$ cat config.mk
export PLATFORM = sky130hd
export DESIGN_NAME = radix_digit_emitter
export DESIGN_NICKNAME = d
export VERILOG_FILES = /design/src/rtl/core/rde_pkg.sv /design/src/rtl/core/rde_ctrl.sv /design/src/rtl/core/rde_datapath.sv /design/src/rtl/core/radix_digit_emitter.sv
export SDC_FILE = /design/constraint.sdc
export NUM_CORES = 1
export LEC_CHECK = 0
export CORE_ASPECT_RATIO = 1.1
export CORE_MARGIN = 1.5
export CORE_UTILIZATION = 30
export CTS_BUF_LIST = sky130_fd_sc_hd__clkbuf_8
export DETAILED_ROUTE_END_ITERATION = 8
export DONT_BUFFER_PORTS = 1
export SYNTH_ARGS = -nofsm -noshare
export SYNTH_HDL_FRONTEND = slang
export SYNTH_SLANG_ARGS = --single-unit
$ cat constraint.sdc
create_clock -name clock -period 16.5 [get_ports clock]
set_clock_uncertainty 0.15 [all_clocks]
set_input_delay 2.475 -clock clock [delete_from_list [all_inputs] [get_ports clock]]
set_output_delay 2.475 -clock clock [all_outputs]
set_load 0.005 [all_outputs]
$ cat src/rtl/core/rde_pkg.sv
// ----------------------------------------------------------------------------
// rde_pkg
// Shared constants and controller/datapath interface types for the radix
// digit emitter.
// ----------------------------------------------------------------------------
`default_nettype none

package rde_pkg;

   localparam int MAX_SYMBOLS = 16;
   localparam int SYM_W       = 8;
   localparam int DIGIT_W     = $clog2(MAX_SYMBOLS);
   localparam int RADIX_W     = DIGIT_W + 1;
   localparam int VALUE_W     = 32;
   localparam int STACK_DEPTH = VALUE_W;
   localparam int CNT_W       = $clog2(STACK_DEPTH + 1);
   localparam int BITS_PER_CYCLE = 8;
   localparam int CHUNKS      = VALUE_W / BITS_PER_CYCLE;
   localparam int CHUNK_W     = $clog2(CHUNKS);
   localparam int CSR_IDX_W   = 2;
   localparam int CSR_DATA_W  = 64;

   localparam logic [SYM_W-1:0] MINUS_SYMBOL   = 8'h2D;
   localparam logic [SYM_W-1:0] PLUS_SYMBOL    = 8'h2B;
   localparam logic [SYM_W-1:0] LOWEST_SYMBOL  = 8'd32;
   localparam logic [SYM_W-1:0] HIGHEST_SYMBOL = 8'd127;
   localparam logic [RADIX_W-1:0] MIN_RADIX    = RADIX_W'(2);
   localparam logic [RADIX_W-1:0] MAX_RADIX    = RADIX_W'(MAX_SYMBOLS);

   localparam logic [CSR_IDX_W-1:0] CSR_SYMBOLS_LOW  = 2'd0;
   localparam logic [CSR_IDX_W-1:0] CSR_SYMBOLS_HIGH = 2'd1;
   localparam logic [CSR_IDX_W-1:0] CSR_RADIX        = 2'd2;

   localparam logic [CSR_DATA_W-1:0] SYMBOLS_LOW_RESET  = 64'h3736353433323130;
   localparam logic [CSR_DATA_W-1:0] SYMBOLS_HIGH_RESET = 64'h0000000000003938;
   localparam logic [RADIX_W-1:0]    RADIX_RESET        = RADIX_W'(10);

   typedef struct packed {
      logic load;
      logic div_step;
      logic digit_end;
      logic emit_sign;
      logic emit_digit;
   } dp_cmd_type;

   typedef struct packed {
      logic table_ok;
      logic quo_zero;
      logic negative;
      logic cnt_one;
      logic out_free;
   } dp_status_type;

endpackage

`default_nettype wire

$ cat src/rtl/core/rde_ctrl.sv
// ----------------------------------------------------------------------------
// rde_ctrl
// Sequencer that accepts a request and, if the table checks out, runs the digit
// divider and then drives the sign and digit symbols out in order.
// ----------------------------------------------------------------------------
`default_nettype none

module rde_ctrl (
   input  wire                   clock,
   input  wire                   reset,
   input  wire                   req_valid,
   output logic                  req_ready,
   input  rde_pkg::dp_status_type stat,
   output rde_pkg::dp_cmd_type    cmd
);
   import rde_pkg::*;

   localparam logic [2:0] ST_IDLE  = 3'd0;
   localparam logic [2:0] ST_CHECK = 3'd1;
   localparam logic [2:0] ST_DIV   = 3'd2;
   localparam logic [2:0] ST_SIGN  = 3'd3;
   localparam logic [2:0] ST_EMIT  = 3'd4;

   logic [2:0]         state_ff, state_in;
   logic [CHUNK_W-1:0] chunk_ff, chunk_in;

   always_comb begin
      state_in  = state_ff;
      chunk_in  = chunk_ff;
      req_ready = 1'b0;
      cmd       = '0;
      case (state_ff)
         ST_IDLE: begin
            req_ready = 1'b1;
            if (req_valid) begin
               cmd.load = 1'b1;
               state_in = ST_CHECK;
            end
         end
         ST_CHECK: begin
            chunk_in = '0;
            state_in = stat.table_ok ? ST_DIV : ST_IDLE;
         end
         ST_DIV: begin
            cmd.div_step = 1'b1;
            chunk_in     = chunk_ff + CHUNK_W'(1);
            if (chunk_ff == CHUNK_W'(CHUNKS - 1)) begin
               cmd.digit_end = 1'b1;
               if (stat.quo_zero) begin
                  state_in = ST_SIGN;
               end
            end
         end
         ST_SIGN: begin
            if (!stat.negative) begin
               state_in = ST_EMIT;
            end else if (stat.out_free) begin
               cmd.emit_sign = 1'b1;
               state_in      = ST_EMIT;
            end
         end
         ST_EMIT: begin
            if (stat.out_free) begin
               cmd.emit_digit = 1'b1;
               if (stat.cnt_one) begin
                  state_in = ST_IDLE;
               end
            end
         end
         default: begin
            state_in = ST_IDLE;
         end
      endcase
   end

   always_ff @(posedge clock) begin
      if (reset) begin
         state_ff <= ST_IDLE;
         chunk_ff <= '0;
      end else begin
         state_ff <= state_in;
         chunk_ff <= chunk_in;
      end
   end

endmodule

`default_nettype wire

$ cat src/rtl/core/rde_datapath.sv
// ----------------------------------------------------------------------------
// rde_datapath
// Configuration registers, table check, radix divider, digit stack and the
// output register.
// ----------------------------------------------------------------------------
`default_nettype none

module rde_datapath (
   input  wire                               clock,
   input  wire                               reset,
   input  wire signed [rde_pkg::VALUE_W-1:0] req_value,
   output logic                              rsp_valid,
   input  wire                               rsp_ready,
   output logic [rde_pkg::SYM_W-1:0]         rsp_symbol,
   output logic                              rsp_last,
   input  wire                               csr_valid,
   input  wire  [rde_pkg::CSR_IDX_W-1:0]     csr_index,
   input  wire  [rde_pkg::CSR_DATA_W-1:0]    csr_data,
   input  rde_pkg::dp_cmd_type               cmd,
   output rde_pkg::dp_status_type            stat
);
   import rde_pkg::*;

   logic [CSR_DATA_W-1:0] sym_low_ff;
   logic [CSR_DATA_W-1:0] sym_high_ff;
   logic [RADIX_W-1:0]    radix_ff;
   logic                  table_ok_ff, table_ok_in;

   logic [2*CSR_DATA_W-1:0] table_bits;
   logic [SYM_W-1:0]        sym [MAX_SYMBOLS];
   logic [MAX_SYMBOLS-1:0]  in_use;

   logic [VALUE_W-1:0] raw;
   logic [VALUE_W-1:0] mag_ff, mag_in;
   logic [RADIX_W-1:0] rem_ff, rem_in;
   logic               neg_ff;
   logic [DIGIT_W-1:0] stack_ff [STACK_DEPTH];
   logic [CNT_W-1:0]   cnt_ff;

   logic               rsp_valid_ff;
   logic [SYM_W-1:0]   rsp_symbol_ff;
   logic               rsp_last_ff;
   logic               out_free;

   assign table_bits = {sym_high_ff, sym_low_ff};

   always_comb begin
      for (int k = 0; k < MAX_SYMBOLS; k++) begin
         sym[k]    = table_bits[k*SYM_W +: SYM_W];
         in_use[k] = RADIX_W'(k) < radix_ff;
      end
   end

   always_comb begin
      table_ok_in = (radix_ff >= MIN_RADIX) && (radix_ff <= MAX_RADIX);
      for (int i = 0; i < MAX_SYMBOLS; i++) begin
         if (in_use[i]) begin
            if (sym[i] == PLUS_SYMBOL || sym[i] == MINUS_SYMBOL ||
                sym[i] < LOWEST_SYMBOL || sym[i] > HIGHEST_SYMBOL) begin
               table_ok_in = 1'b0;
            end
            for (int j = 0; j < i; j++) begin
               if (sym[j] == sym[i]) begin
                  table_ok_in = 1'b0;
               end
            end
         end
      end
   end

   always_ff @(posedge clock) begin
      if (reset) begin
         sym_low_ff  <= SYMBOLS_LOW_RESET;
         sym_high_ff <= SYMBOLS_HIGH_RESET;
         radix_ff    <= RADIX_RESET;
         table_ok_ff <= 1'b0;
      end else begin
         table_ok_ff <= table_ok_in;
         if (csr_valid) begin
            case (csr_index)
               CSR_SYMBOLS_LOW:  sym_low_ff  <= csr_data;
               CSR_SYMBOLS_HIGH: sym_high_ff <= csr_data;
               CSR_RADIX:        radix_ff    <= csr_data[RADIX_W-1:0];
               default: begin
               end
            endcase
         end
      end
   end

   // Restoring division of the magnitude by the radix, several quotient
   // bits per cycle; the quotient shifts into the magnitude register.
   always_comb begin
      rem_in = rem_ff;
      mag_in = mag_ff;
      for (int k = 0; k < BITS_PER_CYCLE; k++) begin
         rem_in = {rem_in[RADIX_W-2:0], mag_in[VALUE_W-1]};
         mag_in = {mag_in[VALUE_W-2:0], 1'b0};
         if (rem_in >= radix_ff) begin
            rem_in    = rem_in - radix_ff;
            mag_in[0] = 1'b1;
         end
      end
   end

   assign raw = req_value;

   always_ff @(posedge clock) begin
      if (cmd.load) begin
         neg_ff <= raw[VALUE_W-1];
         mag_ff <= raw[VALUE_W-1] ? (~raw + VALUE_W'(1)) : raw;
         rem_ff <= '0;
         cnt_ff <= '0;
      end else if (cmd.div_step) begin
         mag_ff <= mag_in;
         if (cmd.digit_end) begin
            rem_ff      <= '0;
            cnt_ff      <= cnt_ff + CNT_W'(1);
            stack_ff[0] <= rem_in[DIGIT_W-1:0];
            for (int k = 1; k < STACK_DEPTH; k++) begin
               stack_ff[k] <= stack_ff[k-1];
            end
         end else begin
            rem_ff <= rem_in;
         end
      end else if (cmd.emit_digit) begin
         cnt_ff <= cnt_ff - CNT_W'(1);
         for (int k = 0; k < STACK_DEPTH - 1; k++) begin
            stack_ff[k] <= stack_ff[k+1];
         end
      end
   end

   assign out_free = !rsp_valid_ff || rsp_ready;

   always_ff @(posedge clock) begin
      if (reset) begin
         rsp_valid_ff <= 1'b0;
      end else if (cmd.emit_sign || cmd.emit_digit) begin
         rsp_valid_ff <= 1'b1;
      end else if (rsp_ready) begin
         rsp_valid_ff <= 1'b0;
      end
   end

   always_ff @(posedge clock) begin
      if (cmd.emit_sign) begin
         rsp_symbol_ff <= MINUS_SYMBOL;
         rsp_last_ff   <= 1'b0;
      end else if (cmd.emit_digit) begin
         rsp_symbol_ff <= sym[stack_ff[0]];
         rsp_last_ff   <= (cnt_ff == CNT_W'(1));
      end
   end

   assign rsp_valid  = rsp_valid_ff;
   assign rsp_symbol = rsp_symbol_ff;
   assign rsp_last   = rsp_last_ff;

   assign stat.table_ok = table_ok_ff;
   assign stat.quo_zero = (mag_in == '0);
   assign stat.negative = neg_ff;
   assign stat.cnt_one  = (cnt_ff == CNT_W'(1));
   assign stat.out_free = out_free;

endmodule

`default_nettype wire

$ cat src/rtl/core/radix_digit_emitter.sv
// ----------------------------------------------------------------------------
// radix_digit_emitter
// Converts a signed 32-bit value into symbol bytes in a configurable radix,
// minus sign first for a negative value and most significant digit next, with the final symbol flagged.
// ----------------------------------------------------------------------------
//  Channel   Direction  Handshake              Contents
//  req_      in         req_valid/req_ready    value, signed 32 bits
//  rsp_      out        rsp_valid/rsp_ready    symbol byte and last flag
//  csr_      in         csr_valid/csr_ready    register index and 64-bit data
//
// A request is accepted in the idle state and the table is checked in the check
// state; the divider then runs (eight quotient bits a cycle), then the sign step,
// which emits the minus of a negative value, and then one step per digit symbol.
// Reset restores the decimal table and clears the sequencer and output.
// Stalls on rsp_ready hold the sequencer; the next request is taken as soon
// as the last symbol sits in the output register.
// ----------------------------------------------------------------------------
`default_nettype none

module radix_digit_emitter (
   input  wire                               clock,
   input  wire                               reset,
   input  wire                               req_valid,
   output logic                              req_ready,
   input  wire signed [rde_pkg::VALUE_W-1:0] req_value,
   output logic                              rsp_valid,
   input  wire                               rsp_ready,
   output logic [rde_pkg::SYM_W-1:0]         rsp_symbol,
   output logic                              rsp_last,
   input  wire                               csr_valid,
   output logic                              csr_ready,
   input  wire  [rde_pkg::CSR_IDX_W-1:0]     csr_index,
   input  wire  [rde_pkg::CSR_DATA_W-1:0]    csr_data
);
   import rde_pkg::*;

   dp_cmd_type    cmd;
   dp_status_type stat;

   assign csr_ready = 1'b1;

   rde_ctrl u_ctrl (
      .clock     (clock),
      .reset     (reset),
      .req_valid (req_valid),
      .req_ready (req_ready),
      .stat      (stat),
      .cmd       (cmd)
   );

   rde_datapath u_datapath (
      .clock      (clock),
      .reset      (reset),
      .req_value  (req_value),
      .rsp_valid  (rsp_valid),
      .rsp_ready  (rsp_ready),
      .rsp_symbol (rsp_symbol),
      .rsp_last   (rsp_last),
      .csr_valid  (csr_valid),
      .csr_index  (csr_index),
      .csr_data   (csr_data),
      .cmd        (cmd),
      .stat       (stat)
   );

`ifndef SYNTH
   assert property (@(posedge clock) disable iff (reset)
      (cmd.emit_sign || cmd.emit_digit) |-> stat.out_free)
      else $error("symbol loaded while the output register is occupied");

   assert property (@(posedge clock) disable iff (reset)
      $onehot0({cmd.load, cmd.div_step, cmd.emit_sign, cmd.emit_digit}))
      else $error("conflicting datapath commands");

   assert property (@(posedge clock) disable iff (reset)
      cmd.load |-> (req_valid && req_ready))
      else $error("datapath loaded without an accepted request");

   assert property (@(posedge clock) disable iff (reset)
      (cmd.emit_digit && stat.cnt_one) |=> (rsp_valid && rsp_last))
      else $error("final digit not flagged as last");
`endif

endmodule

`default_nettype wire
==> out/metrics.csv <==
metric;value;unit
status;finished clean;
synth.distinct_cells;68;
hold_violations;0;
cts.clk_slew.worst_paths;60;ps
die_x;291.2;microns
antenna_found_initial;8;
arrival;13400;ps
core_area;0.09071;sq mm
drc;0;
r2r_end;u_datapath.stack_ff[0][0];
hold_path_depth;0;
grt_pass1_wl;140600;microns
slowest_delay;580;ps
dr_wl_met2;41100;microns
setup_viol;0;
wl_met1;36800;microns
r2r_start;u_datapath.radix_ff[1];
fmax;76.28;MHz
slew_headroom;0.1505;
fin_util;0.3254;
required;16790;ps
ys_warn_count;0;
viasPerCell;5.427;
worstPathMaxFanout;11;
synthArstFlopShare;0;
clk_latency;700;ps
cts_buffer_depth;3;
period_share;0.7945;
num_vias;23160;
maxCapViolCount;0;
cts_tree;yes;
worstHoldStart;u_datapath.stack_ff[3][25];
slowest_stage;dfxtp_1;
crit_buf_inv;2;
fin_ws;3391;ps
holdBufCountCts;0;
hold_path.class;reg -> reg;
cts_setup_buffers;0;
r2r_cells;54;
drt_iter0_markers;2005;
dpl_worst_slack;3427;ps
drtAntennaViolNets;0;
fillers;9435;
tightest_slew;1272;ps
start_util;0.3021;
wl;93100;microns
gr-total-overflow;0;
grt_use_total;0.1945;
wl_per_cell;21.82;microns
p_leak;11.73;nW
total_power;0.006305;W
multi_input_area;0.01768;sq mm
synth.avg_cell_area;8.585;sq um
drv_slew;0;
io_buffers;0;
post_cts_resized;0;
final.setup.tns;0;ps
dieArea;0.09317;sq mm
swShare;0.4532;
cts_root_buffer;clkbuf_8;
cts_made_buffers;60;
num_io_pins;115;
cp-start-kind;flip-flop;
crit_top_cell;a21o_1;
hold_path_end;u_datapath.stack_ff[3][29];
regToRegSetupSlack;3390;ps
synth_nets;3348;
end_kind;flip-flop;
rows;116;
dr.pass1.iters;5;
maxUsedRoutingLayer;met5;
fin_crit;13110;ps
synth-edff-count;161;
grt_pass1_vias;22420;
p_sw;0.002858;W
dp_hpwl;59010;microns
final_common_cell;nand2_1;
wl_met3;9211;microns
yosysSeqAreaShare;0.2926;
place.gp.congestion;0.9410;
intPower;0.003447;W
grt_start_max_net_pins;141;
ys_dominant_reg_cell;edfxtp_1;
hold_ws;295.0;ps
syn_area;0.02740;sq mm
syn2layout_area_growth;7.716;%
layout_common_cells;nand2_1 (609), xor2_1 (566), xnor2_1 (371);
htreeDepth;2;
ys_ff_latch;320;
vdd_drop_max;1.022;mV
p_comb_frac;0.697;
p_per_area;213.6;mW/mm^2
die_y;320.0;microns
drive_gt1_frac;0.1048;
p_seq_frac;0.169;
path_class;reg -> reg;
p_clk_frac;0.134;
rsz0062_at_grt;no;
critPathTopFamily;compound AO/OA/AOI/OAI gates;
regArea;0.008018;sq mm
syn_inst;3192;
final_nets;3188;
clkSinkCount;320;
flip-flops by register name (all words and copies together), names as in the netlist:
signal and flops:
u_ctrl.state_ff 3, u_datapath.radix_ff 5, u_datapath.rsp_symbol 8, u_datapath.rsp_last 1, u_datapath.stack_ff 128, u_datapath.rsp_valid 1, u_datapath.sym_high_ff 64, u_datapath.sym_low_ff 64
u_datapath.table_ok_ff 1, u_datapath.rem_ff 4, u_datapath.mag_ff 32, u_datapath.neg_ff 1, u_datapath.cnt_ff 6, u_ctrl.chunk_ff 2
cell type report:
class                           instances  area share
Antenna cell                            4   0.0003391
Clock buffer                           69     0.03217
Clock inverter                         44     0.01276
Inverter                               35    0.004535
Multi-Input combinational cell       2498      0.5988
Sequential cell                       320      0.2716
Tap cell                             1180     0.05002
Timing Repair Buffer                  117     0.02976
per-stage QoR:
| step | instances | cell area (sq um) |
|---|---|---|
| final | 4267 | 29520 |
| after global routing | 4264 | 29510 |
| after CTS | 4263 | 29510 |
| after detailed placement | 4150 | 28180 |
| after global placement | 4150 | 28180 |
| after floorplan | 3192 | 27400 |
worst max path at each step:
stage / from / end / slack (ps) / depth (start not counted)
after global routing: u_datapath.radix_ff[1] / u_datapath.stack_ff[0][0] / 2310 / 54
after CTS: u_datapath.radix_ff[1] / u_datapath.stack_ff[0][0] / 3390 / 54
after global placement: u_datapath.radix_ff[1] / u_datapath.stack_ff[0][0] / 3640 / 54
final: u_datapath.radix_ff[1] / u_datapath.stack_ff[0][0] / 3390 / 54
after detailed placement: u_datapath.radix_ff[1] / u_datapath.stack_ff[0][0] / 3430 / 54
after floorplan: u_datapath.radix_ff[1] / u_datapath.stack_ff[0][0] / 4270 / 58
Yosys cell counts (15+ instances only):
library cell,instances,area share
xor2_1,566,0.18
dfxtp_1,159,0.12
a21oi_1,183,0.033
nand2b_1,15,0.0034
nor4_1,181,0.041
nand2_1,610,0.084
mux4_2,40,0.033
a21o_1,32,0.0088
nand4_1,82,0.019
nand3_1,21,0.0038
ha_1,45,0.021
edfxtp_1,161,0.18
o21ai_1,27,0.0049
buf_1,16,0.0022
mux2_2,57,0.023
buf_2,204,0.037
nor2_1,56,0.0077
nand3b_1,40,0.011
clkbuf_1,102,0.014
inv_1,31,0.0042
xnor2_1,371,0.12
o21ai_0,27,0.0049
logic make-up after synthesis:
kind of cell	synth area share
other	0.0001368
XOR/XNOR	0.2995
adder cells (fa/ha/maj)	0.02712
AO/OA/AOI/OAI	0.07050
buffers and inverters	0.06356
flip-flops	0.2926
multiplexers	0.06141
AND/OR/NAND/NOR	0.1852
power by group through the flow:
stage / clock network [W] / registers (W) / logic [W]
finish: 0.000845 / 0.00106 / 0.00440
global placement: 0 / 0.00107 / 0.00424
detailed placement: 0 / 0.00108 / 0.00440
global route: 0.000902 / 0.00106 / 0.00532
CTS: 0.000866 / 0.00106 / 0.00439
floorplan: 0 / 0.00104 / 0.00322
routing by layer:
metal | up-vias | global-route usage
met5 | - | 0
met4 | 12 | 0.1160
met3 | 381 | 0.05247
met2 | 1177 | 0.3058
met1 | 11130 | 0.2376
li1 | 10450 | -
Power figures use the tool's default switching activity.
